[config.mk]
export PLATFORM = sky130hd
export DESIGN_NAME = double_ended_queue_with_sort
export DESIGN_NICKNAME = d
export VERILOG_FILES = /design/src/rtl/dqs_pkg.sv /design/src/rtl/dqs_engine.sv /design/src/rtl/double_ended_queue_with_sort.sv
export SDC_FILE = /design/constraint.sdc
export NUM_CORES = 1
export LEC_CHECK = 0
export BUFFER_PORTS_ARGS = -buffer_cell sky130_fd_sc_hd__buf_4
export CAP_MARGIN = 30
export CORE_MARGIN = 1
export CORE_UTILIZATION = 45
export CTS_CLUSTER_DIAMETER = 40
export DETAILED_ROUTE_END_ITERATION = 12
export PLACE_DENSITY = 0.62
export SKIP_LAST_GASP = 1
export SLEW_MARGIN = 20
export SYNTH_ARGS = -nofsm -noshare
export SYNTH_HDL_FRONTEND = slang
export SYNTH_SLANG_ARGS = --single-unit
[constraint.sdc]
create_clock -name clock -period 5.6 [get_ports clock]
set_input_delay 0.28 -clock clock [delete_from_list [all_inputs] [get_ports clock]]
set_output_delay 0.28 -clock clock [all_outputs]
set_load 0.03 [all_outputs]
[src/rtl/dqs_pkg.sv]
// Package for the double-ended queue with sort: sizes, command and status codes,
// engine states and the request/response structs.
// No dependencies; used by dqs_engine and double_ended_queue_with_sort.
package dqs_pkg;

   // Store geometry
   localparam int DEPTH   = 16;
   localparam int WORD_W  = 32;
   localparam int IDX_W   = $clog2(DEPTH);
   localparam int CNT_W   = $clog2(DEPTH + 1);

   // Field widths fixed by the interface
   localparam int OP_W     = 4;
   localparam int COUNT_W  = 5;
   localparam int STATUS_W = 2;

   // Command codes
   typedef enum logic [OP_W-1:0] {
      OP_PUSH_FRONT = 4'd0,
      OP_PUSH_BACK  = 4'd1,
      OP_POP_FRONT  = 4'd2,
      OP_POP_BACK   = 4'd3,
      OP_PEEK_FRONT = 4'd4,
      OP_PEEK_BACK  = 4'd5,
      OP_CLEAR      = 4'd6,
      OP_REVERSE    = 4'd7,
      OP_SORT       = 4'd8
   } op_type;

   // Result status codes
   typedef enum logic [STATUS_W-1:0] {
      ST_OK    = 2'd0,
      ST_EMPTY = 2'd1,
      ST_FULL  = 2'd2
   } status_type;

   // Engine sequencer states
   typedef enum logic [2:0] {
      S_IDLE,
      S_READ,
      S_SRD0,
      S_SCUR,
      S_SCMP,
      S_SEND
   } eng_state_type;

   // One command; op in the low bits
   typedef struct packed {
      logic [WORD_W-1:0] value;
      logic [OP_W-1:0]   op;
   } cmd_type;

   // One result; data in the low bits
   typedef struct packed {
      status_type          status;
      logic                is_empty;
      logic [COUNT_W-1:0]  count;
      logic [WORD_W-1:0]   data_out;
   } rsp_type;

endpackage

[src/rtl/dqs_engine.sv]
// Deque engine: circular word store in a synchronous memory, end pointers,
// command sequencer and the in-place sort over the memory.
// Depends on dqs_pkg.
module dqs_engine import dqs_pkg::*; (
   input  logic    clock,
   input  logic    reset,
   input  logic    start,      // command accepted this cycle
   input  cmd_type cmd,
   output logic    ready,      // sequencer idle
   output logic    res_valid,  // one result this cycle
   output rsp_type res
);

   // Word store, one write and one registered read per cycle
   logic [WORD_W-1:0] store_mem [DEPTH];
   logic [WORD_W-1:0] rdata_ff;
   logic              mem_we;
   logic [IDX_W-1:0]  mem_waddr;
   logic [WORD_W-1:0] mem_wdata;
   logic [IDX_W-1:0]  mem_raddr;

   eng_state_type state_ff, state_in;
   logic [IDX_W-1:0]  head_ff, head_in;
   logic [CNT_W-1:0]  count_ff, count_in;
   logic              rev_ff, rev_in;

   // Sort working registers: carried word, position in pass, pass length
   logic [WORD_W-1:0] cur_ff, cur_in;
   logic [IDX_W-1:0]  pos_ff, pos_in;
   logic [CNT_W-1:0]  len_ff, len_in;

   // (a + b) mod DEPTH for a, b below DEPTH
   function automatic logic [IDX_W-1:0] wrap_add(input logic [IDX_W-1:0] a,
                                                 input logic [IDX_W-1:0] b);
      logic [IDX_W:0] s;
      s = {1'b0, a} + {1'b0, b};
      if (s >= (IDX_W+1)'(DEPTH)) begin
         s = s - (IDX_W+1)'(DEPTH);
      end
      return s[IDX_W-1:0];
   endfunction

   // Physical slot of a logical position (0 is the logical front)
   function automatic logic [IDX_W-1:0] slot_of(input logic [IDX_W-1:0] head,
                                                input logic [CNT_W-1:0] cnt,
                                                input logic             rev,
                                                input logic [IDX_W-1:0] pos);
      logic [CNT_W-1:0] back;
      logic [IDX_W-1:0] off;
      back = cnt - CNT_W'(1) - CNT_W'(pos);
      off  = rev ? back[IDX_W-1:0] : pos;
      return wrap_add(head, off);
   endfunction

   // Memory
   always_ff @(posedge clock) begin
      if (mem_we) begin
         store_mem[mem_waddr] <= mem_wdata;
      end
      rdata_ff <= store_mem[mem_raddr];
   end

   // State registers
   always_ff @(posedge clock) begin
      if (reset) begin
         state_ff <= S_IDLE;
         head_ff  <= '0;
         count_ff <= '0;
         rev_ff   <= 1'b0;
         pos_ff   <= '0;
         len_ff   <= '0;
      end else begin
         state_ff <= state_in;
         head_ff  <= head_in;
         count_ff <= count_in;
         rev_ff   <= rev_in;
         pos_ff   <= pos_in;
         len_ff   <= len_in;
      end
   end

   always_ff @(posedge clock) begin
      cur_ff <= cur_in;
   end

   // Sequencer
   always_comb begin
      logic [IDX_W-1:0] last_pos;
      logic [IDX_W-1:0] head_dec;
      logic             low_end;
      status_type       st;

      state_in  = state_ff;
      head_in   = head_ff;
      count_in  = count_ff;
      rev_in    = rev_ff;
      cur_in    = cur_ff;
      pos_in    = pos_ff;
      len_in    = len_ff;
      mem_we    = 1'b0;
      mem_waddr = head_ff;
      mem_wdata = cmd.value;
      mem_raddr = head_ff;
      res_valid = 1'b0;
      st        = ST_OK;

      last_pos = IDX_W'(count_ff - CNT_W'(1));
      head_dec = (head_ff == '0) ? IDX_W'(DEPTH - 1) : head_ff - IDX_W'(1);
      low_end  = 1'b0;

      case (state_ff)
         S_IDLE: begin
            if (start) begin
               case (cmd.op)
                  OP_PUSH_FRONT, OP_PUSH_BACK: begin
                     res_valid = 1'b1;
                     low_end   = (cmd.op == OP_PUSH_FRONT) == !rev_ff;
                     if (count_ff == CNT_W'(DEPTH)) begin
                        st = ST_FULL;
                     end else if (low_end) begin
                        mem_we    = 1'b1;
                        mem_waddr = head_dec;
                        head_in   = head_dec;
                        count_in  = count_ff + CNT_W'(1);
                     end else begin
                        mem_we    = 1'b1;
                        mem_waddr = wrap_add(head_ff, IDX_W'(count_ff));
                        count_in  = count_ff + CNT_W'(1);
                     end
                  end
                  OP_POP_FRONT, OP_POP_BACK: begin
                     low_end = (cmd.op == OP_POP_FRONT) == !rev_ff;
                     if (count_ff == '0) begin
                        res_valid = 1'b1;
                        st        = ST_EMPTY;
                     end else if (low_end) begin
                        mem_raddr = head_ff;
                        head_in   = wrap_add(head_ff, IDX_W'(1));
                        count_in  = count_ff - CNT_W'(1);
                        state_in  = S_READ;
                     end else begin
                        mem_raddr = wrap_add(head_ff, last_pos);
                        count_in  = count_ff - CNT_W'(1);
                        state_in  = S_READ;
                     end
                  end
                  OP_PEEK_FRONT, OP_PEEK_BACK: begin
                     if (count_ff == '0) begin
                        res_valid = 1'b1;
                        st        = ST_EMPTY;
                     end else begin
                        mem_raddr = slot_of(head_ff, count_ff, rev_ff,
                                            (cmd.op == OP_PEEK_FRONT) ? '0 : last_pos);
                        state_in  = S_READ;
                     end
                  end
                  OP_CLEAR: begin
                     res_valid = 1'b1;
                     head_in   = '0;
                     count_in  = '0;
                     rev_in    = 1'b0;
                  end
                  OP_REVERSE: begin
                     res_valid = 1'b1;
                     rev_in    = !rev_ff;
                  end
                  OP_SORT: begin
                     if (count_ff < CNT_W'(2)) begin
                        res_valid = 1'b1;
                     end else begin
                        len_in   = count_ff;
                        state_in = S_SRD0;
                     end
                  end
                  default: begin
                     res_valid = 1'b1;
                  end
               endcase
            end
         end
         // Pop or peek word arrives from the memory
         S_READ: begin
            res_valid = 1'b1;
            state_in  = S_IDLE;
         end
         // Start of a pass: fetch logical position 0
         S_SRD0: begin
            mem_raddr = slot_of(head_ff, count_ff, rev_ff, '0);
            state_in  = S_SCUR;
         end
         // First word becomes the carried word; fetch position 1
         S_SCUR: begin
            cur_in    = rdata_ff;
            mem_raddr = slot_of(head_ff, count_ff, rev_ff, IDX_W'(1));
            pos_in    = IDX_W'(1);
            state_in  = S_SCMP;
         end
         // Keep the larger word, drop the smaller one a place behind
         S_SCMP: begin
            mem_we    = 1'b1;
            mem_waddr = slot_of(head_ff, count_ff, rev_ff, pos_ff - IDX_W'(1));
            if ($signed(cur_ff) > $signed(rdata_ff)) begin
               mem_wdata = rdata_ff;
            end else begin
               mem_wdata = cur_ff;
               cur_in    = rdata_ff;
            end
            if (pos_ff == IDX_W'(len_ff - CNT_W'(1))) begin
               state_in = S_SEND;
            end else begin
               mem_raddr = slot_of(head_ff, count_ff, rev_ff, pos_ff + IDX_W'(1));
               pos_in    = pos_ff + IDX_W'(1);
            end
         end
         // Largest word of the pass lands at the end of the pass
         S_SEND: begin
            mem_we    = 1'b1;
            mem_wdata = cur_ff;
            mem_waddr = slot_of(head_ff, count_ff, rev_ff, IDX_W'(len_ff - CNT_W'(1)));
            if (len_ff == CNT_W'(2)) begin
               res_valid = 1'b1;
               state_in  = S_IDLE;
            end else begin
               len_in   = len_ff - CNT_W'(1);
               state_in = S_SRD0;
            end
         end
         default: begin
            state_in = S_IDLE;
         end
      endcase

      res.data_out = (state_ff == S_READ) ? rdata_ff : '0;
      res.count    = COUNT_W'(count_in);
      res.is_empty = (count_in == '0);
      res.status   = st;
      ready        = (state_ff == S_IDLE);
   end

endmodule

[src/rtl/double_ended_queue_with_sort.sv]
// Top level of the double-ended queue with sort: stream ports, command decode
// into the engine and a two-entry response queue.
// Depends on dqs_pkg and dqs_engine.

// A bounded deque of 16 signed 32-bit words. Each request is one command
// (push, pop or peek at either end, clear, reverse, sort ascending) and gives
// exactly one response with the popped or peeked word, the count after the
// command, an empty flag and a status. Push, clear, reverse, unused codes and
// rejected pushes, pops or peeks respond from the idle state; a pop or peek of
// a stored word responds from the read state, once the registered read of the
// word memory is back. Sort of fewer than two words responds from the idle
// state; sort of n words makes n-1 passes over the single memory read port,
// each pass through the states S_SRD0, S_SCUR, S_SCMP and S_SEND. Requests
// are taken while the engine is idle and up to one response waits at the output.
module double_ended_queue_with_sort import dqs_pkg::*; (
   input  logic        clock,
   input  logic        reset,
   input  logic        req_tvalid,
   output logic        req_tready,
   input  logic [39:0] req_tdata,   // op[3:0], value[35:4], zero fill[39:36]
   output logic        rsp_tvalid,
   input  logic        rsp_tready,
   output logic [39:0] rsp_tdata    // data_out[31:0], count[36:32],
                                    // is_empty[37], status[39:38]
);

   logic    eng_ready;
   logic    eng_start;
   logic    eng_res_valid;
   rsp_type eng_res;
   cmd_type req_cmd;

   // Response queue, entry 0 drives the port
   rsp_type    q0_ff, q0_in;
   rsp_type    q1_ff, q1_in;
   logic [1:0] qcnt_ff, qcnt_in;
   logic       q_pop;

   assign req_cmd    = req_tdata[OP_W+WORD_W-1:0];
   assign req_tready = eng_ready && (qcnt_ff != 2'd2);
   assign eng_start  = req_tvalid && req_tready;

   dqs_engine u_engine (
      .clock     (clock),
      .reset     (reset),
      .start     (eng_start),
      .cmd       (req_cmd),
      .ready     (eng_ready),
      .res_valid (eng_res_valid),
      .res       (eng_res)
   );

   // Queue update
   always_comb begin
      q_pop   = (qcnt_ff != 2'd0) && rsp_tready;
      q0_in   = q0_ff;
      q1_in   = q1_ff;
      qcnt_in = qcnt_ff;
      if (q_pop && eng_res_valid) begin
         if (qcnt_ff == 2'd1) begin
            q0_in = eng_res;
         end else begin
            q0_in = q1_ff;
            q1_in = eng_res;
         end
      end else if (q_pop) begin
         q0_in   = q1_ff;
         qcnt_in = qcnt_ff - 2'd1;
      end else if (eng_res_valid) begin
         if (qcnt_ff == 2'd0) begin
            q0_in = eng_res;
         end else begin
            q1_in = eng_res;
         end
         qcnt_in = qcnt_ff + 2'd1;
      end
   end

   always_ff @(posedge clock) begin
      if (reset) begin
         qcnt_ff <= 2'd0;
      end else begin
         qcnt_ff <= qcnt_in;
      end
   end

   always_ff @(posedge clock) begin
      q0_ff <= q0_in;
      q1_ff <= q1_in;
   end

   assign rsp_tvalid = (qcnt_ff != 2'd0);
   assign rsp_tdata  = q0_ff;

endmodule

==> results.yml <==
grt:
  first_global_vias: 18608
  antenna_found_initial: 3
  grt-ovfl-total: 0
  grt_pass1_wl_um: 111200
  grt_usage_pct: 21.79
  grt_max_degree: 80
synthesis:
  synthMostInstantiatedCell: "edfxtp_1"
  syn_nets: 2346
  ys_top_cells_by_area: "edfxtp_1 (63%), a21oi_1 (4.0%), nand2_1 (3.9%)"
  syn_area_um2: 29890
  synthCells: 2214
  ys_ff_latch: 680
  synth_flop_cell: "edfxtp_1"
  synthDominantCellAreaShare_pct: 62.69
  synth.top_cells.by_count: "edfxtp_1 (624), nand2_1 (309), a21oi_1 (238)"
  yosys_warnings: 0
  synth.distinct_cells: 74
  syn_avg_cell_area_um2: 13.50
  synth-edff-count: 624
  ys_async_sr_fraction_pct: 0
  yosysSeqAreaShare_pct: 66.44
  synth_top_area_cell: "edfxtp_1"
routing:
  drt_iter0_markers: 1756
  routed_via_density: 5.810
  vias: 18859
  top_layer: "met4"
  dr.pass1.iters: 5
  drc: 0
  met3WireLength_um: 5048
  drt-total-wl_um: 73360
  met1_length_um: 32090
  wl_per_cell_um: 22.60
  wl_met2_um: 34450
  drtAntennaViolNets: 0
clock_tree:
  cts_hold_buf: 1
  htree_levels: 3
  clkLatencyLatePin_ns: 0.64
  max-clock-path-buffers: 3
  cts-root-buf: "clkbuf_16"
  cts_resized: 0
  cts.sinks: 680
  cts_tree: "built"
  cts_setup_buffers: 0
  cts_made_buffers: 93
  clkTransAtPathRegs_ns: 0.05
floorplan:
  die_area_um2: 67460
  row_count: 94
  initial_core_util_pct: 45.46
  core-area_um2: 65750
  fp.dieW_um: 259.7
  die_h_um: 259.7
  ios: 86
power:
  p_sw_uw: 3716
  netSwitchingFraction_pct: 26.47
  clockPowerShare_pct: 42.6
  ir_drop_mv: 0.2314
  power.leakage_uw: 0.01331
  power_frac_seq_pct: 43.7
  pwr_density_cell_nw_per_um2: 401.7
  power_frac_comb_pct: 13.8
  p_int_uw: 10320
setup_path:
  cp_max_fo: 22
  r2r-end: "u_engine.store_mem[2][17]"
  start_kind: "flip-flop"
  r2r_slack_ns: 0.69
  crit_slowest_cell: "fa_1"
  crit_arrival_ns: 5.18
  crit_path_end_kind: "flip-flop"
  crit_required_ns: 5.87
  crit_chain: "inv_1 -> ha_1 -> inv_1 -> fa_1 -> xnor2_1 -> mux4_2 -> inv_1 -> ha_1 -> a21oi_1 -> xnor2_1 -> xnor2_1 -> a221oi_1 -> nand2_1 -> nor2_4 -> buf_4"
  rr_worst_depth: 15
  r2r_start: "u_engine.count_ff[1]"
  critPathMaxStageDelay_ns: 0.49
  crit_type: "reg2reg"
hold_path:
  min_path_cells: 4
  holdPathEnd: "u_engine.rev_ff"
  min_from: "req_tdata[0]"
  min-delay-path-class: "in2reg"
sta:
  rsz0062_at_grt: "false"
  worst_pin_slew_ns: 0.9547
  min_period_ns: 4.910
  fin_worst_skew_ns: 0.03177
  slew-limit-headroom_pct: 34.71
  setup_tns_ns: 0
  maxSlewViolCount: 0
  setup_viol: 0
  finalHoldViolCount: 0
  max_freq_ghz: 0.2036
  timing.final.crit_share_pct: 87.69
cells_and_area:
  design_area_um2: 34950
  syn2layout_area_growth_pct: 16.92
  nNetsFinal: 2436
  layout.core_utilization_pct: 53.16
  nFillCells: 5396
  diodes: 0
  instances_no_fill: 3246
  drive_above_1_share_pct: 16.33
placed_design:
  gp_congestion: 0.9035
  portBuffers: 81
  dp_cells: 3072
  dp_hpwl_um: 42680
  place_area_um2: 31720
status:
  status: "complete, no violations"
job:
  maxCapViolCount: 0
cell families (layout without fill, tap and decap cells):
family                     after synthesis  after routing  synth area share [%]
and+or+nand+nor                        536            536                 8.217
muxes                                  139            139                 4.856
other                                    2              2               0.02512
xor gates and xnor gates                44             44                 1.335
AOI/OAI and AO/OA                      512            512                 11.96
adders and majority gates               88             88                 3.910
DFF                                    680            680                 66.44
buffers and inverters                  213            381                 3.257
cell usage in the layout, fill, tap and decap left out, types with 34 or more instances in the layout:
| cell | netlist | routed |
|---|---|---|
| nand2_1 | 309 | 308 |
| clkbuf_16 | 0 | 94 |
| buf_4 | 9 | 114 |
| ha_1 | 79 | 78 |
| dfxtp_1 | 56 | 56 |
| a221o_1 | 34 | 34 |
| a21oi_1 | 238 | 237 |
| edfxtp_1 | 624 | 624 |
| inv_1 | 74 | 74 |
| mux2_2 | 38 | 38 |
| nor2b_1 | 40 | 40 |
| nor2_1 | 63 | 46 |
| and2_1 | 35 | 35 |
| a221oi_1 | 47 | 47 |
| a32oi_1 | 64 | 64 |
| mux2i_1 | 100 | 100 |
critical path, delay by kind of cell, from the launching register on:
family | cells | cell delay (ns)
AOI/OAI and AO/OA | 2 | 0.49
DFF | 1 | 0.46
muxes | 1 | 0.45
adders and majority gates | 3 | 1.24
buffers and inverters | 4 | 1.02
and+or+nand+nor | 2 | 0.46
xor gates and xnor gates | 3 | 0.38
layout make-up:
cell class,count,area [um2],area share [%]
well taps,864,1081,3.093
flip-flops and latches,680,19860,56.83
clock inverters,68,790.8,2.263
inverters,74,277.8,0.7948
clock buffers,105,2424,6.935
repair buffers,134,1246,3.566
multi-input cells,1321,9269,26.52
worst max-delay path by stage:
| stage | slack [ns] | endpoint | from | cells past startpoint |
|---|---|---|---|---|
| 5_1_grt | 0.37 | u_engine.store_mem[2][17] | u_engine.count_ff[1] | 15 |
| 4_1_cts | 0.65 | u_engine.store_mem[2][17] | u_engine.count_ff[1] | 15 |
| 3_3_place_gp | 0.72 | u_engine.store_mem[2][17] | u_engine.count_ff[1] | 15 |
| 3_5_place_dp | 0.67 | u_engine.store_mem[2][17] | u_engine.count_ff[1] | 15 |
| 6_report | 0.69 | u_engine.store_mem[2][17] | u_engine.count_ff[1] | 15 |
| 2_1_floorplan | 0.24 | u_engine.store_mem[6][0] | u_engine.count_ff[0] | 15 |
layer usage:
| metal | vias to the layer above | global-route usage [%] |
|---|---|---|
| met5 | - | 0 |
| met4 | 0 | 7.680 |
| met3 | 107 | 3.869 |
| met2 | 652 | 34.38 |
| met1 | 9524 | 30.28 |
| li1 | 8576 | - |
power by group through the flow:
stage          clock, uW  combinational, uW  sequential, uW
5_1_grt             6280               2110            6160
3_5_place_dp           0               1940            6240
2_1_floorplan          0               1030            6490
3_3_place_gp           0               1900            6220
6_report            5970               1940            6130
4_1_cts             6060               1950            6130
stage by stage:
step / power, uW / hold WS (ns) / worst slack (ns)
after floorplan: 7511 / 0.3585 / 0.2352
after global placement: 8126 / 0.4587 / 0.7160
after detailed placement: 8176 / 0.4771 / 0.6676
after CTS: 14150 / 0.04259 / 0.6482
after global routing: 14550 / 0.06811 / 0.3733
final: 14040 / 0.07483 / 0.6896
flip-flops by register name (all words and copies together), names as in the netlist:
name	flops
q1_ff	40
qcnt_ff	2
rsp_tdata	40
u_engine.count_ff	5
u_engine.cur_ff	32
u_engine.head_ff	4
u_engine.len_ff	5
u_engine.pos_ff	4
u_engine.rdata_ff	32
u_engine.rev_ff	1
u_engine.state_ff	3
u_engine.store_mem	512
No activity file was read; power rests on OpenSTA's default activity.
